## src/rtl/core/atf_pkg.sv

```systemverilog
// ----------------------------------------------------------------------------
// atf_pkg: shared types and constants for the accelerometer tilt filter
// Fixed-point widths, register indexes, CORDIC arctangent table and the
// record that moves from cell to cell along the CORDIC row.
// ----------------------------------------------------------------------------
package atf_pkg;

  // Sample and angle widths.
  localparam int SAMPLE_W        = 16;
  localparam int ANGLE_W         = 16;
  localparam int LIMIT_W         = 15;
  localparam int ANGLE_FRAC_BITS = 8;

  // Square root datapath: radicand is the sum of squares scaled by 2^16.
  localparam int SQ_W       = 48;
  localparam int ROOT_W     = 24;
  localparam int ROOT_STEPS = 24;
  localparam int ROOT_CNT_W = 5;

  // CORDIC datapath widths and step limits.
  localparam int XY_W           = 27;
  localparam int Z_W            = 25;
  localparam int CORDIC_MAX     = 24;
  localparam int CORDIC_DEF     = 16;
  localparam int Z_SHIFT        = 16 - ANGLE_FRAC_BITS;
  localparam logic signed [Z_W-1:0] Z_ROUND = Z_W'(1) <<< (15 - ANGLE_FRAC_BITS);

  // Configuration register indexes and reset values.
  localparam int CFG_IDX_W = 8;
  localparam logic [CFG_IDX_W-1:0] REG_PITCH_OFFSET = 8'd0;
  localparam logic [CFG_IDX_W-1:0] REG_ROLL_OFFSET  = 8'd1;
  localparam logic [CFG_IDX_W-1:0] REG_ANGLE_LIMIT  = 8'd2;
  localparam logic [CFG_IDX_W-1:0] REG_DEAD_BAND    = 8'd3;
  localparam logic [LIMIT_W-1:0]   LIMIT_RESET      = 15'd2560;
  localparam logic [LIMIT_W-1:0]   DBAND_RESET      = 15'd768;

  // Sequencer states.
  typedef enum logic [3:0] {
    S_IDLE, S_SQR, S_START, S_ROOT, S_INJ0, S_INJ1, S_WAIT, S_COND, S_CWAIT, S_HOLD
  } st_t;

  // One item in flight along the CORDIC row.
  typedef struct packed {
    logic                  vld;
    logic                  tag;   // 0 pitch, 1 roll
    logic                  zero;  // zero vector, angle forced to 0
    logic signed [XY_W-1:0] x;
    logic signed [XY_W-1:0] y;
    logic signed [Z_W-1:0]  z;
  } cord_t;

  // atan(2^-i) in degrees with 16 fraction bits.
  function automatic logic signed [Z_W-1:0] atan_deg(input int idx);
    logic signed [Z_W-1:0] a;
    case (idx)
      0:  a = 25'sd2949120;
      1:  a = 25'sd1740967;
      2:  a = 25'sd919879;
      3:  a = 25'sd466945;
      4:  a = 25'sd234379;
      5:  a = 25'sd117304;
      6:  a = 25'sd58666;
      7:  a = 25'sd29335;
      8:  a = 25'sd14668;
      9:  a = 25'sd7334;
      10: a = 25'sd3667;
      11: a = 25'sd1833;
      12: a = 25'sd917;
      13: a = 25'sd458;
      14: a = 25'sd229;
      15: a = 25'sd115;
      16: a = 25'sd57;
      17: a = 25'sd29;
      18: a = 25'sd14;
      19: a = 25'sd7;
      20: a = 25'sd4;
      21: a = 25'sd2;
      22: a = 25'sd1;
      default: a = 25'sd0;
    endcase
    return a;
  endfunction

endpackage

```

## src/rtl/core/atf_isqrt.sv

```systemverilog
// ----------------------------------------------------------------------------
// atf_isqrt: iterative integer square root
// Floor square root of a 48-bit radicand, one result bit per cycle.
// ----------------------------------------------------------------------------
module atf_isqrt (
  input  logic                        clk,
  input  logic                        rst_n,
  input  logic                        start,
  input  logic [atf_pkg::SQ_W-1:0]    radicand,
  output logic                        done,
  output logic [atf_pkg::ROOT_W-1:0]  root
);
  import atf_pkg::*;

  logic [SQ_W-1:0]       v_r, v_nxt;
  logic [SQ_W-1:0]       res_r, res_nxt;
  logic [SQ_W-1:0]       bit_r, bit_nxt;
  logic [SQ_W-1:0]       trial;
  logic [ROOT_CNT_W-1:0] cnt_r, cnt_nxt;
  logic                  busy_r, busy_nxt;
  logic                  done_r, done_nxt;

  // One restoring step: subtract the trial value when it fits.
  always_comb begin
    trial    = res_r + bit_r;
    v_nxt    = v_r;
    res_nxt  = res_r;
    bit_nxt  = bit_r;
    cnt_nxt  = cnt_r;
    busy_nxt = busy_r;
    done_nxt = 1'b0;
    if (start) begin
      v_nxt    = radicand;
      res_nxt  = '0;
      bit_nxt  = SQ_W'(1) << (SQ_W - 2);
      cnt_nxt  = ROOT_CNT_W'(ROOT_STEPS);
      busy_nxt = 1'b1;
    end else if (busy_r) begin
      if (v_r >= trial) begin
        v_nxt   = v_r - trial;
        res_nxt = (res_r >> 1) + bit_r;
      end else begin
        res_nxt = res_r >> 1;
      end
      bit_nxt = bit_r >> 2;
      cnt_nxt = cnt_r - 1'b1;
      if (cnt_r == ROOT_CNT_W'(1)) begin
        busy_nxt = 1'b0;
        done_nxt = 1'b1;
      end
    end
  end

  // Control state.
  always_ff @(posedge clk) begin
    if (!rst_n) begin
      busy_r <= 1'b0;
      done_r <= 1'b0;
      cnt_r  <= '0;
    end else begin
      busy_r <= busy_nxt;
      done_r <= done_nxt;
      cnt_r  <= cnt_nxt;
    end
  end

  // Datapath.
  always_ff @(posedge clk) begin
    v_r   <= v_nxt;
    res_r <= res_nxt;
    bit_r <= bit_nxt;
  end

  assign done = done_r;
  assign root = res_r[ROOT_W-1:0];

endmodule

```

## config.mk

```make
export PLATFORM = sky130hd
export DESIGN_NAME = atf_isqrt
export DESIGN_NICKNAME = d
export VERILOG_FILES = /design/src/rtl/core/atf_pkg.sv /design/src/rtl/core/atf_isqrt.sv
export SDC_FILE = /design/constraint.sdc
export NUM_CORES = 1
export LEC_CHECK = 0
export ABC_AREA = 1
export BUFFER_PORTS_ARGS = -buffer_cell sky130_fd_sc_hd__buf_2
export CORE_MARGIN = 3
export CORE_UTILIZATION = 27
export CTS_CLUSTER_SIZE = 30
export DETAILED_ROUTE_END_ITERATION = 10
export SLEW_MARGIN = 20
export SYNTH_ARGS = -nofsm -noshare
export SYNTH_HDL_FRONTEND = slang
export SYNTH_SLANG_ARGS = --single-unit
```

## constraint.sdc

```tcl
create_clock -name clk -period 7.86 [get_ports clk]
set_clock_uncertainty 0.2 [all_clocks]
set_input_delay 0.786 -clock clk [delete_from_list [all_inputs] [get_ports clk]]
set_output_delay 0.786 -clock clk [all_outputs]
set_load 0.005 [all_outputs]
```

# Word level (Yosys, flattened, before mapping)

Cells that the tools add are included.

Register bits: 127
Bits in latches: 0
Memory bits (writable): 0
Memory bits (read-only): 0
Bits of input ports: 51
Output and inout port bits: 25
Word-level logic and storage cells: 30
Memories: 0

$add $sub $neg: 4
$mul: 0
Div/mod/pow operators: 0
Magnitude comparators: 1
Equality and inequality tests: 1
Shift operators: 0
Muxes and demuxes: 10
Bitwise logic cells: 2
Reductions and logical operators: 5

Operator list:

| kind                                                                | count |
|---|---|
| 48-bit 2-to-1 mux                                                   | 4 |
| 47-bit by 47-bit adder with 48-bit output                           | 1 |
| 48-bit by 47-bit adder with 48-bit output                           | 1 |
| 48-bit >= comparator                                                | 1 |
| 48-bit subtractor                                                   | 1 |
| 5-bit 2-to-1 mux                                                    | 2 |
| 5-bit by 1-bit == test with 1-bit output (second input constant)    | 1 |
| 5-bit by 1-bit subtractor with 5-bit output (second input constant) | 1 |
| 1-bit 2-to-1 mux                                                    | 4 |
| 2-bit nonzero test                                                  | 2 |
| 3-bit OR reduction                                                  | 1 |
| 1-bit NOT                                                           | 2 |
| 2-bit AND reduction                                                 | 1 |
| 2-bit OR reduction                                                  | 1 |

# Logic depth before layout (Yosys ltp)

Gate-level depths: netlist (run 1).

Depth in word-level cells: 5
Depth in mapped cells: 30
Gate-level depth less buffers: 29

# Worst setup path before layout (run 1)

No wires, ideal clock.

Path type: reg2reg
Start: reg res_r[0]
End: reg v_r[0], enable pin
Setup time: 0.482 ns
Arrival time: 5.617 ns
Data required time: 7.178 ns
Setup slack: 1.561 ns
Stages on the path, launching flop included: 23
Buffers on the path: 2
Period minus slack after synthesis: 6.299 ns
Path through: dfxtp_1 > ha_1 > ha_1 > nand2_1 > o21ai_1 > nand2_1 > nand2_1 > nand2_1 > nand2_1 > inv_2 > o21ai_2 > nand3_1 > nand3b_1 > nand2_1 > ha_1 > nand2_1 > nor2_1 > nand2_1 > nor2_2 > nand3_2 > buf_6 > buf_6 > a31oi_1

Cells in the longest elaborated chain, start to end: 4

Ends and longest elaborated chain:

| element                                   | RTL line        | text |
|---|---|---|
| start: declaration                        | atf_isqrt.sv:16 | `logic [SQ_W-1:0] res_r, res_nxt;` |
| start signal: assignment                  | atf_isqrt.sv:70 | `res_r <= res_nxt;` |
| 48-bit by 47-bit adder with 48-bit output | atf_isqrt.sv:25 | `trial = res_r + bit_r;` |
| 48-bit >= comparator                      | atf_isqrt.sv:39 | `if (v_r >= trial) begin` |
| 2-bit nonzero test (no line)              | --              |  |
| 2-bit AND reduction (no line)             | --              |  |
| end signal: assignment                    | atf_isqrt.sv:69 | `v_r <= v_nxt;` |
| end: declaration                          | atf_isqrt.sv:15 | `logic [SQ_W-1:0] v_r, v_nxt;` |

Every way passes these cells.
A chain may end at the register's enable or synchronous reset.

# Worst setup path in the final report (run 1)

Start: reg res_r[0]
End: reg v_r[36], enable pin

The elaborated chain is that of the path after synthesis.

==> metrics.log, run 1 <==
[metrics] run status: finished, final reports clean
[metrics] number of nets produced by synthesis: between 2000 and 3000
[metrics] Post-synth top cells: sky130_fd_sc_hd__nand2_1 (841), sky130_fd_sc_hd__inv_1 (389), sky130_fd_sc_hd__nand3_1 (229)
[metrics] cells taking the most area after synthesis: sky130_fd_sc_hd__nand2_1 (21%), sky130_fd_sc_hd__dfxtp_1 (11%), sky130_fd_sc_hd__inv_1 (9.8%)
[metrics] Fill cells: roughly 6000
[metrics] dominant combinational cell family by area after synthesis: simple AND/OR/NAND/NOR gates
[metrics] drc violations: 0
[metrics] most used standard cell by instance count after synthesis: sky130_fd_sc_hd__nand2_1
[metrics] Synth Register Bits: ~130
[metrics] share of power burned in registers: between 20% and 30%
[metrics] switching power: 2610 uW
[metrics] number of antenna violations at the first check in global routing: 0
[metrics] number of DRC markers in iteration 0: about 1200
[metrics] buffer count from post-CTS setup fixing: 0
[metrics] summed negative setup slack over all endpoints: 0 ns
[metrics] synth-to-layout area growth: 9.57%
[metrics] leakage power summed over all cells: roughly 0.0075 uW
[metrics] xor and xnor fraction of the mapped netlist area: about 4.2%
[metrics] critical path class: register to register
[metrics] final routed wire length divided by cell count: roughly 17 um
[metrics] fraction of final layout cells with drive strength greater than 1: under 10%
[metrics] fraction of power spent switching nets: between 50% and 60%
[metrics] worst path arrival time: between 5 and 6 ns
[metrics] final non-filler cell total: around 3300
[metrics] multiplexer share of the synthesized area: 0%
[metrics] Hold Fails Final Rpt: 0
[metrics] CP Capture Type: register
[metrics] number of cells produced by synthesis: 2542
[metrics] hold buffer count at CTS: 0
[metrics] Die Area: between 50000 and 60000 um^2
[metrics] global-route usage over all layers: 18.9%
[metrics] y dimension of the die: about 240 um
[metrics] top-area cell type share of the netlist area: a little over a fifth
[metrics] number of placement rows: between 80 and 90
[metrics] number of buffer cells added on primary ports: 75
[metrics] total clock sinks: around 130
[metrics] Ports: between 70 and 80
[metrics] distinct cell type count of the synthesized netlist: 47
[metrics] maximum operating frequency: about 180 MHz
[metrics] primary flip-flop cell chosen by synthesis mapping: sky130_fd_sc_hd__dfxtp_1
[metrics] final weighted congestion of routability-driven global placement: 0.939
[metrics] worst-skew pair later-pin latency: roughly 0.47 ns
[metrics] max-capacitance violation count: 0
[metrics] final net count: about 2700
[metrics] biggest fanout along the worst timing path: 29
[metrics] Async S/R FF share, synth: 0%
[metrics] CTS-repair resized insts: 0
[metrics] core footprint: approximately 54000 um^2
[metrics] clock network power share: 16.0%
[metrics] cell at the root of the clock tree: sky130_fd_sc_hd__clkbuf_16
[metrics] setup slack at placement: about 2.2 ns
[metrics] final-layout worst hold slack: roughly 0.27 ns
[metrics] count of H-tree levels built during CTS: 4
[metrics] Critical Path Source Type: register
[metrics] half-perimeter wire length after detailed placement: around 46000 um
[metrics] remaining antenna violation count: 0
[metrics] slew of the pin with the lowest slew margin: between 1 and 1.5 ns
[metrics] worst setup slack for register-to-register paths: around 2.2 ns
[metrics] Post-synth EDFFs: 48
[metrics] GRT overflow: 0
[metrics] power density over cell area: 307 nW/um^2
[metrics] average via count per standard cell: 4.93
[metrics] dpl cells: 3246
[metrics] starting density of the core: 27.4%
[metrics] clock buffer count from CTS: 17
[metrics] setup repair after global routing missed its margin: no
[metrics] time the worst path needs with I/O delays and setup: roughly 5.7 ns
[metrics] arithmetic-cell share of the synthesized area counting full adders, half adders and majority gates: roughly 8.6%
[metrics] PnR worst setup slack: ~2.2 ns
[metrics] total via count in the routed design: 16200
[metrics] clock-pin slew on the worst setup and hold paths: about 0.060 ns
[metrics] internal power component: between 2000 and 2500 uW
[metrics] CTS tree: done
[metrics] Ys Warns: 0
[metrics] final wirelength: roughly 55000 um
[metrics] first-pass GRT wire length: roughly 84000 um
[metrics] Worst slew margin: slightly above 30%
[metrics] Max VDD drop: ~0.18 mV
[metrics] Comb pwr share: between 60% and 70%
[metrics] maximum number of pins on one net before global-route repair: ~80
[metrics] type of the worst min-delay path: register to register
[metrics] leading area contributor after synthesis: sky130_fd_sc_hd__nand2_1
[metrics] final worst-path cycle share: about 73%
[metrics] count of inserted antenna diode cells: 0
[metrics] CP Data Required Time: about 7.8 ns
[metrics] total iterations of the first detailed-routing run: 5
[metrics] simple-gate area share of the yosys netlist: between 40 and 50%
[metrics] post-synthesis sequential area ratio: 20.3%
[metrics] Mapped Area: around 15000 um^2
[metrics] Pins Over Slew Limit: 0
[metrics] count of endpoints failing setup in the final report: 0
[metrics] horizontal die dimension: around 240 um
[metrics] average size of a mapped cell: 5.85 um^2
[metrics] buffer levels on the longest clock path: 2
[metrics] via count of the first global-routing pass: ~16000
[metrics] area fraction in compound gates after synthesis: about an eighth
[metrics] final core utilization: roughly 30%
==> per-layer routing <==
| metal | global-route usage [%] | part of all wire, % | vias to the layer above |
|---|---|---|---|
| li1 | - | - | 8210 |
| met3 | 2.78 | 6.0 | 91 |
| met1 | 25.2 | 46 | 7350 |
| met4 | 7.49 | 3.4 | 0 |
| met5 | 0 | 0 | - |
| met2 | 30.8 | 45 | 513 |
==> power by group through the flow <==
stage	clock, uW	sequential, uW	combinational, uW
after floorplan	0	1030	2350
after global placement	0	1150	3000
after detailed placement	0	1140	3010
after CTS	816	1130	3030
after global routing	837	1160	3450
final	799	1140	3060
==> logic make-up after synthesis <==
group	Yosys count
simple gates	1439
buf+inv	475
compound gates	328
flops	127
fa+ha+maj	101
xor+xnor	72
==> placed cells by master, fill, tap and decap left out, drive strengths merged <==
cell      synthesis  final
nand2           850    850
inv             396    398
nand3           248    248
nor2            235    235
a21oi           134    134
o21ai           123    123
ha              100    100
buf              57     85
dfxtp            79     79
edfxtp           48     48
xor2             45     45
nand4            33     33
xnor2            27     27
nor3             27     27
o22ai            25     25
clkbuf           20     21
o21bai           18     18
or2              15     15
nand3b           14     14
nor4             11     11
clkinv            2      9
o31ai             6      6
o21a              5      5
a21boi            5      5
a21o              4      4
a31oi             4      4
and2              3      3
a211oi            2      2
o211ai            2      2
nor3b             1      1
nor2b             1      1
nand2b            1      1
fa                1      1
clkinvlp          0      1
bufinv            0      1
==> final timing paths <==
kind	endpoint	startpoint	cells after the start
worst min-delay path	cnt_r[4]	cnt_r[4]	2
worst max register to register	v_r[36]	res_r[0]	22
worst max-delay path	v_r[36]	res_r[0]	22
worst min register to register	cnt_r[4]	cnt_r[4]	2
==> worst max-delay path, cell delays in order, from the launching register on <==
cell and delay [ns]:
sky130_fd_sc_hd__dfxtp_1 0.37, sky130_fd_sc_hd__ha_1 0.19, sky130_fd_sc_hd__ha_1 0.29, sky130_fd_sc_hd__nand2_1 0.11
sky130_fd_sc_hd__o21ai_1 0.29, sky130_fd_sc_hd__nand2_1 0.09, sky130_fd_sc_hd__nand2_1 0.20, sky130_fd_sc_hd__nand2_1 0.08
sky130_fd_sc_hd__nand2_1 0.16, sky130_fd_sc_hd__inv_2 0.07, sky130_fd_sc_hd__o21ai_2 0.19, sky130_fd_sc_hd__nand3_1 0.19
sky130_fd_sc_hd__nand3b_1 0.14, sky130_fd_sc_hd__nand2_1 0.10, sky130_fd_sc_hd__ha_1 0.40, sky130_fd_sc_hd__nand2_1 0.12
sky130_fd_sc_hd__nor2_1 0.17, sky130_fd_sc_hd__nand2_1 0.12, sky130_fd_sc_hd__nor2_2 0.27, sky130_fd_sc_hd__a21oi_4 0.09
sky130_fd_sc_hd__buf_4 0.23, sky130_fd_sc_hd__a31oi_4 0.74, sky130_fd_sc_hd__buf_4 0.49
==> final cells by class <==
cell class / count / area, um^2 / share of cell area (%)
well taps: 696 / 871 / 5.35
multi-input cells: 1940 / 9880 / 60.7
clock inverters: 11 / 109 / 0.669
flip-flops and latches: 127 / 3020 / 18.6
clock buffers: 21 / 450 / 2.77
inverters: 398 / 1490 / 9.18
repair buffers: 85 / 450 / 2.77
==> flip-flops by register name (all words and copies together), names as in the netlist <==
register	count
bit_r	24
cnt_r	5
res_r	48
busy_r	1
v_r	48
done	1
==> metrics by stage <==
stage | cell area, um^2 | power (uW)
floorplan | 14900 | 3380
global placement | 15700 | 4150
detailed placement | 15700 | 4150
CTS | 16300 | 4970
global route | 16300 | 5450
finish | 16300 | 5000
Note: power is estimated with default switching activity, not from simulation.
==> run 2, diff against run 1 <==
- clock period: 7.86 -> 4.6 ns (I/O delays scaled with it)
==> metrics.log, run 2 (synthesized netlist as in run 1, its figures left out) <==
[metrics] y dimension of the die: approximately 240 um
[metrics] worst-skew pair later-pin latency: 0.46 ns
[metrics] type of the worst min-delay path: input port to register
[metrics] delay of the slowest critical-path stage: 0.37 ns
[metrics] leading cell type in the layout, fill and taps excluded: sky130_fd_sc_hd__nand2_1
[metrics] Hold Path Origin: radicand[29]
[metrics] Pins Over Slew Limit: 0
[metrics] number of antenna violations at the first check in global routing: 1
[metrics] final core utilization: between 30% and 40%
[metrics] final-layout worst hold slack: between 0.06 and 0.07 ns
[metrics] total clock sinks: about 130
[metrics] power density over cell area: between 500 and 600 nW/um^2
[metrics] final non-filler cell total: about 3300
[metrics] final weighted congestion of routability-driven global placement: a little under 1
[metrics] slew of the pin with the lowest slew margin: between 0.8 and 0.9 ns
[metrics] average via count per standard cell: approximately 4.9
[metrics] startpoint of the most critical setup path: bit_r[30]
[metrics] buffer levels on the longest clock path: 2
[metrics] via count of the first global-routing pass: around 16000
[metrics] total via count in the routed design: between 15000 and 20000
[metrics] leakage power summed over all cells: between 0.007 and 0.008 uW
[metrics] number of DRC markers in iteration 0: about 1300
[metrics] clock buffer count from CTS: 17
[metrics] critical path class: register to register
[metrics] half-perimeter wire length after detailed placement: 46600 um
[metrics] count of H-tree levels built during CTS: 4
[metrics] Max VDD drop: a little under 0.3 mV
[metrics] final routed wire length divided by cell count: between 15 and 20 um
[metrics] Die Area: roughly 58000 um^2
[metrics] Worst slew margin: a little over two fifths
[metrics] buffers and inverters on the worst path: 6
[metrics] horizontal die dimension: around 240 um
[metrics] cell at the root of the clock tree: sky130_fd_sc_hd__clkbuf_16
[metrics] final worst-path cycle share: 96.4%
[metrics] final net count: 2787
[metrics] final wirelength: between 50000 and 60000 um
[metrics] CP Capture Type: register
[metrics] cell family contributing the most delay on the critical path: simple AND/OR/NAND/NOR gates
[metrics] Comb pwr share: 64.0%
[metrics] remaining antenna violation count: 0
[metrics] Critical Path Source Type: register
[metrics] clock-pin slew on the worst setup and hold paths: around 0.070 ns
[metrics] clock network power share: between 10% and 20%
[metrics] first-pass GRT wire length: around 86000 um
[metrics] number of placement rows: 85
[metrics] biggest fanout along the worst timing path: 23
[metrics] origin of the critical flop-to-flop path: bit_r[30]
[metrics] hold buffer count at CTS: 0
[metrics] setup slack at placement: between 0.2 and 0.3 ns
[metrics] core footprint: around 54000 um^2
[metrics] PnR worst setup slack: 0.163 ns
[metrics] synth-to-layout area growth: 15.1%
[metrics] series of cell instances along the critical path: ha_1 -> nand2_1 -> nor2_1 -> inv_1 -> nor2_1 -> inv_1 -> nor2_1 -> nand3_1 -> nand3_1 -> nand2_1 -> nand2_1 -> xor2_1 -> ha_1 -> nand2_1 -> inv_1 -> nand2_1 -> nand2_1 -> a21oi_1 -> nand2_1 -> a21oi_4 -> buf_12 -> a31oi_4 -> buf_12 -> clkbuf_16
[metrics] total design power: a little over 9000 uW
[metrics] total iterations of the first detailed-routing run: 5
[metrics] switching power: around 4600 uW
[metrics] fraction of final layout cells with drive strength greater than 1: a little over a tenth
[metrics] CTS tree: done
[metrics] number of buffer cells added on primary ports: 75
[metrics] count of inserted antenna diode cells: 0
[metrics] run status: finished, final reports clean
[metrics] Critical Path Most Common Cell: sky130_fd_sc_hd__nand2_1
[metrics] largest registers: res_r x48, v_r x48, bit_r x24
[metrics] drc violations: 0
[metrics] share of power burned in registers: between 10% and 20%
[metrics] time the worst path needs with I/O delays and setup: 4.44 ns
[metrics] highest-count cells in the layout ignoring fill and taps: sky130_fd_sc_hd__nand2_1 (840), sky130_fd_sc_hd__inv_1 (389), sky130_fd_sc_hd__nand3_1 (229)
[metrics] maximum operating frequency: between 200 and 250 MHz
[metrics] dpl cells: 3305
[metrics] count of endpoints failing setup in the final report: 0
[metrics] Hold Fails Final Rpt: 0
[metrics] global-route usage over all layers: between 15 and 20%
[metrics] GRT overflow: 0
[metrics] fraction of power spent switching nets: roughly half
[metrics] maximum number of pins on one net before global-route repair: between 60 and 70
[metrics] slowest cell on the critical path: sky130_fd_sc_hd__ha_1
[metrics] max-capacitance violation count: 0
[metrics] Ports: 76
[metrics] Fill cells: slightly above 6000
[metrics] worst path arrival time: 4.44 ns
[metrics] starting density of the core: between 20 and 30%
[metrics] internal power component: about 4500 uW
[metrics] CP Data Required Time: 4.61 ns
[run 2: cell count changes in the layout (fill, tap and decap cells not counted), moves of 6 or more]
cell	previous run	this run
sky130_fd_sc_hd__ha_1	100	93
sky130_fd_sc_hd__o21ai_0	100	87
sky130_fd_sc_hd__o21ai_1	16	23
sky130_fd_sc_hd__ha_2	0	6
sky130_fd_sc_hd__a21oi_1	129	123
sky130_fd_sc_hd__buf_4	10	67
sky130_fd_sc_hd__a21oi_2	4	10
[run 2: final cells by class]
cell class / instances / area, um^2 / area share (%)
Inverter: 398 / 1490 / 8.73
Tap cell: 696 / 871 / 5.09
Clock buffer: 20 / 467 / 2.73
Timing Repair Buffer: 151 / 1050 / 6.14
Clock inverter: 11 / 153 / 0.892
Multi-Input combinational cell: 1940 / 10000 / 58.7
Sequential cell: 127 / 3020 / 17.7
[run 2: worst paths after layout]
path,end,slack (ns),depth (start not counted)
worst max register to register,v_r[8],0.16,24
worst min register to register,cnt_r[4],0.27,2
worst max-delay path,v_r[8],0.16,24
worst min-delay path,v_r[29],0.07,3
[run 2: through the flow]
stage	instance area, um^2	setup TNS [ns]
6_report	17100	0
5_1_grt	17100	-0.285
4_1_cts	16800	0
3_5_place_dp	16200	0
3_3_place_gp	16200	0
2_1_floorplan	14900	0
[run 2: worst register-to-register path, stage by stage, from the launching register on]
cell                        delay (ns)
sky130_fd_sc_hd__dfxtp_1          0.35
sky130_fd_sc_hd__ha_1             0.37
sky130_fd_sc_hd__nand2_1          0.11
sky130_fd_sc_hd__nor2_1           0.15
sky130_fd_sc_hd__inv_1            0.07
sky130_fd_sc_hd__nor2_1           0.14
sky130_fd_sc_hd__inv_1            0.06
sky130_fd_sc_hd__nor2_1           0.18
sky130_fd_sc_hd__nand3_1          0.14
sky130_fd_sc_hd__nand3_1          0.19
sky130_fd_sc_hd__nand2_1          0.08
sky130_fd_sc_hd__nand2_1          0.07
sky130_fd_sc_hd__xor2_1           0.21
sky130_fd_sc_hd__ha_1             0.29
sky130_fd_sc_hd__nand2_1          0.12
sky130_fd_sc_hd__inv_1            0.07
sky130_fd_sc_hd__nand2_1          0.08
sky130_fd_sc_hd__nand2_1          0.06
sky130_fd_sc_hd__a21oi_1          0.21
sky130_fd_sc_hd__nand2_1          0.14
sky130_fd_sc_hd__a21oi_4          0.19
sky130_fd_sc_hd__buf_12           0.20
sky130_fd_sc_hd__a31oi_4          0.14
sky130_fd_sc_hd__buf_12           0.18
sky130_fd_sc_hd__clkbuf_16        0.18
[run 2: repair_timing]
action,CTS,global route
buffers inserted,0,3
setup endpoints to repair,0,90
resized for setup,0,49
[run 2: per-layer routing]
layer	wire length, um	GRT usage (%)	vias to the layer above	share of wire, %
met5	12	0	-	0.021
met4	1680	6.63	2	3.0
met3	3990	2.11	88	7.0
met2	25200	31.3	586	45
met1	25700	26.6	7479	45
li1	-	-	8310	-
[run 2: power groups by stage]
stage | Clock, uW | Combinational (uW) | Sequential (uW)
finish | 1480 | 5830 | 1800
global route | 1540 | 6490 | 1820
CTS | 1490 | 5600 | 1790
detailed placement | 0 | 5580 | 1810
global placement | 0 | 5560 | 1810
floorplan | 0 | 4030 | 1750
==> run 3, diff against run 2 <==
- CELL_PAD_IN_SITES_DETAIL_PLACEMENT: not set -> 0
- CELL_PAD_IN_SITES_GLOBAL_PLACEMENT: not set -> 2
- PLACE_DENSITY_LB_ADDON: not set -> 0.1
- REMOVE_ABC_BUFFERS: not set -> 1
==> metrics.log, run 3 (synthesized netlist as in run 1, its figures left out) <==
[metrics] run status: finished, final reports clean
[metrics] Worst slew margin: between 30 and 40%
[metrics] hold buffer count at CTS: 0
[metrics] final net count: between 2000 and 3000
[metrics] time the worst path needs with I/O delays and setup: around 4.4 ns
[metrics] leading cell type in the layout, fill and taps excluded: sky130_fd_sc_hd__nand2_1
[metrics] total clock sinks: between 100 and 150
[metrics] synth-to-layout area growth: 18.7%
[metrics] Critical Path Source Type: register
[metrics] PnR worst setup slack: around 0.19 ns
[metrics] total iterations of the first detailed-routing run: 5
[metrics] Max VDD drop: about 0.26 mV
[metrics] maximum number of pins on one net before global-route repair: between 40 and 50
[metrics] number of antenna violations at the first check in global routing: 0
[metrics] Fill cells: 6168
[metrics] count of endpoints failing setup in the final report: 0
[metrics] Pins Over Slew Limit: 0
[metrics] number of placement rows: 85
[metrics] global-route usage over all layers: 22.7%
[metrics] count of H-tree levels built during CTS: 4
[metrics] half-perimeter wire length after detailed placement: between 50000 and 60000 um
[metrics] critical path class: register to register
[metrics] worst-skew pair later-pin latency: 0.46 ns
[metrics] setup slack at placement: -0.0899 ns
[metrics] via count of the first global-routing pass: 16400
[metrics] core footprint: roughly 54000 um^2
[metrics] y dimension of the die: around 240 um
[metrics] max-capacitance violation count: 0
[metrics] CTS tree: done
[metrics] slew of the pin with the lowest slew margin: ~0.95 ns
[metrics] fraction of final layout cells with drive strength greater than 1: a little over an eighth
[metrics] worst path arrival time: ~4.4 ns
[metrics] clock buffer count from CTS: 17
[metrics] summed negative setup slack over all endpoints: 0 ns
[metrics] maximum operating frequency: 227 MHz
[metrics] Ports: 76
[metrics] type of the worst min-delay path: input port to register
[metrics] cell at the root of the clock tree: sky130_fd_sc_hd__clkbuf_16
[metrics] horizontal die dimension: between 200 and 250 um
[metrics] Die Area: ~58000 um^2
[metrics] power density over cell area: around 550 nW/um^2
[metrics] CP Data Required Time: 4.60 ns
[metrics] final wirelength: 66600 um
[metrics] CP Capture Type: register
[metrics] number of DRC markers in iteration 0: 897
[metrics] count of inserted antenna diode cells: 0
[metrics] Global Route met2 Usage: around two fifths
[metrics] total design power: 9650 uW
[metrics] clock-pin slew on the worst setup and hold paths: roughly 0.060 ns
[metrics] Hold Fails Final Rpt: 0
[metrics] GR met3 Demand/Resource: under 10%
[metrics] final-layout worst hold slack: about 0.076 ns
[metrics] total via count in the routed design: between 15000 and 20000
[metrics] final core utilization: 32.6%
[metrics] first-pass GRT wire length: between 90000 and 100000 um
[metrics] buffer levels on the longest clock path: 2
[metrics] highest-count cells in the layout ignoring fill and taps: sky130_fd_sc_hd__nand2_1 (838), sky130_fd_sc_hd__inv_1 (389), sky130_fd_sc_hd__nand3_1 (226)
[metrics] final worst-path cycle share: roughly 96%
[metrics] largest registers: res_r x48, v_r x48, bit_r x24
[metrics] remaining antenna violation count: 0
[metrics] final weighted congestion of routability-driven global placement: about 0.93
[metrics] GRT overflow: 0
[metrics] drc violations: 0
[metrics] busiest grt layer: met2
[metrics] average via count per standard cell: about 4.8
[metrics] leakage power summed over all cells: roughly 0.0083 uW
[metrics] final routed wire length divided by cell count: about 20 um
[metrics] biggest fanout along the worst timing path: 5
[metrics] starting density of the core: between 20% and 30%
[metrics] GR Layer Usage met1: 28.7%
[metrics] number of buffer cells added on primary ports: 75
-- run 3: worst max-delay path, stage by stage (launching register included) --
cell and delay, ns:
sky130_fd_sc_hd__dfxtp_1 0.35, sky130_fd_sc_hd__ha_1 0.31, sky130_fd_sc_hd__nand2_1 0.14, sky130_fd_sc_hd__o21ai_2 0.25, sky130_fd_sc_hd__nand2_1 0.10, sky130_fd_sc_hd__o21ai_0 0.15, sky130_fd_sc_hd__inv_1 0.10, sky130_fd_sc_hd__o21ai_1 0.18
sky130_fd_sc_hd__a21oi_1 0.08, sky130_fd_sc_hd__xor2_1 0.15, sky130_fd_sc_hd__buf_4 0.15, sky130_fd_sc_hd__ha_1 0.34, sky130_fd_sc_hd__nand2_1 0.12, sky130_fd_sc_hd__nor2_1 0.20, sky130_fd_sc_hd__nand2_1 0.20, sky130_fd_sc_hd__nor3_2 0.38
sky130_fd_sc_hd__nand3_1 0.36, sky130_fd_sc_hd__nand3_1 0.18, sky130_fd_sc_hd__nand2_1 0.06, sky130_fd_sc_hd__nand3_1 0.08, sky130_fd_sc_hd__nand2_1 0.08
-- run 3: layout make-up --
| type | instances | area (um^2) | area share, % |
|---|---|---|---|
| well taps | 696 | 871 | 4.94 |
| clock buffers | 22 | 518 | 2.94 |
| clock inverters | 8 | 73.8 | 0.419 |
| multi-input cells | 1940 | 10100 | 57.3 |
| flip-flops and latches | 127 | 3020 | 17.1 |
| inverters | 398 | 1490 | 8.47 |
| repair buffers | 213 | 1560 | 8.83 |
-- run 3: final timing paths --
check                             startpoint       end  slack [ns]  cells after the start
worst max-delay path               bit_r[12]   v_r[42]        0.19                     20
worst min-delay path            radicand[11]   v_r[11]        0.08                      3
worst max register to register     bit_r[12]   v_r[42]        0.19                     20
worst min register to register      cnt_r[4]  cnt_r[4]        0.27                      2
-- run 3: routing by layer --
metal	share of wire, %	vias to the layer above
met5	0	-
li1	-	8441
met4	3.7	0
met1	46	7512
met2	48	263
met3	2.3	83
-- run 3: what timing repair did --
action / CTS / global route
gates cloned: 0 / 4
pin swaps: 0 / 6
endpoints found under the setup margin: 22 / 98
gates resized for setup: 2 / 54
buffers inserted: 0 / 6
-- run 3: power by group --
group / switching, uW / internal [uW] / leakage [uW] / total, uW
clock: 568 / 847 / 0.000298 / 1410
combinational: 4100 / 2350 / 0.00686 / 6440
sequential: 211 / 1580 / 0.00112 / 1790
total: 4880 / 4780 / 0.00827 / 9650
-- run 3: per-stage QoR --
| stage | cell area, um^2 | std cells |
|---|---|---|
| final | 17600 | 3404 |
| after global routing | 17600 | 3404 |
| after CTS | 17300 | 3394 |
| after detailed placement | 16700 | 3364 |
| after global placement | 16700 | 3364 |
| after floorplan | 14400 | 2465 |
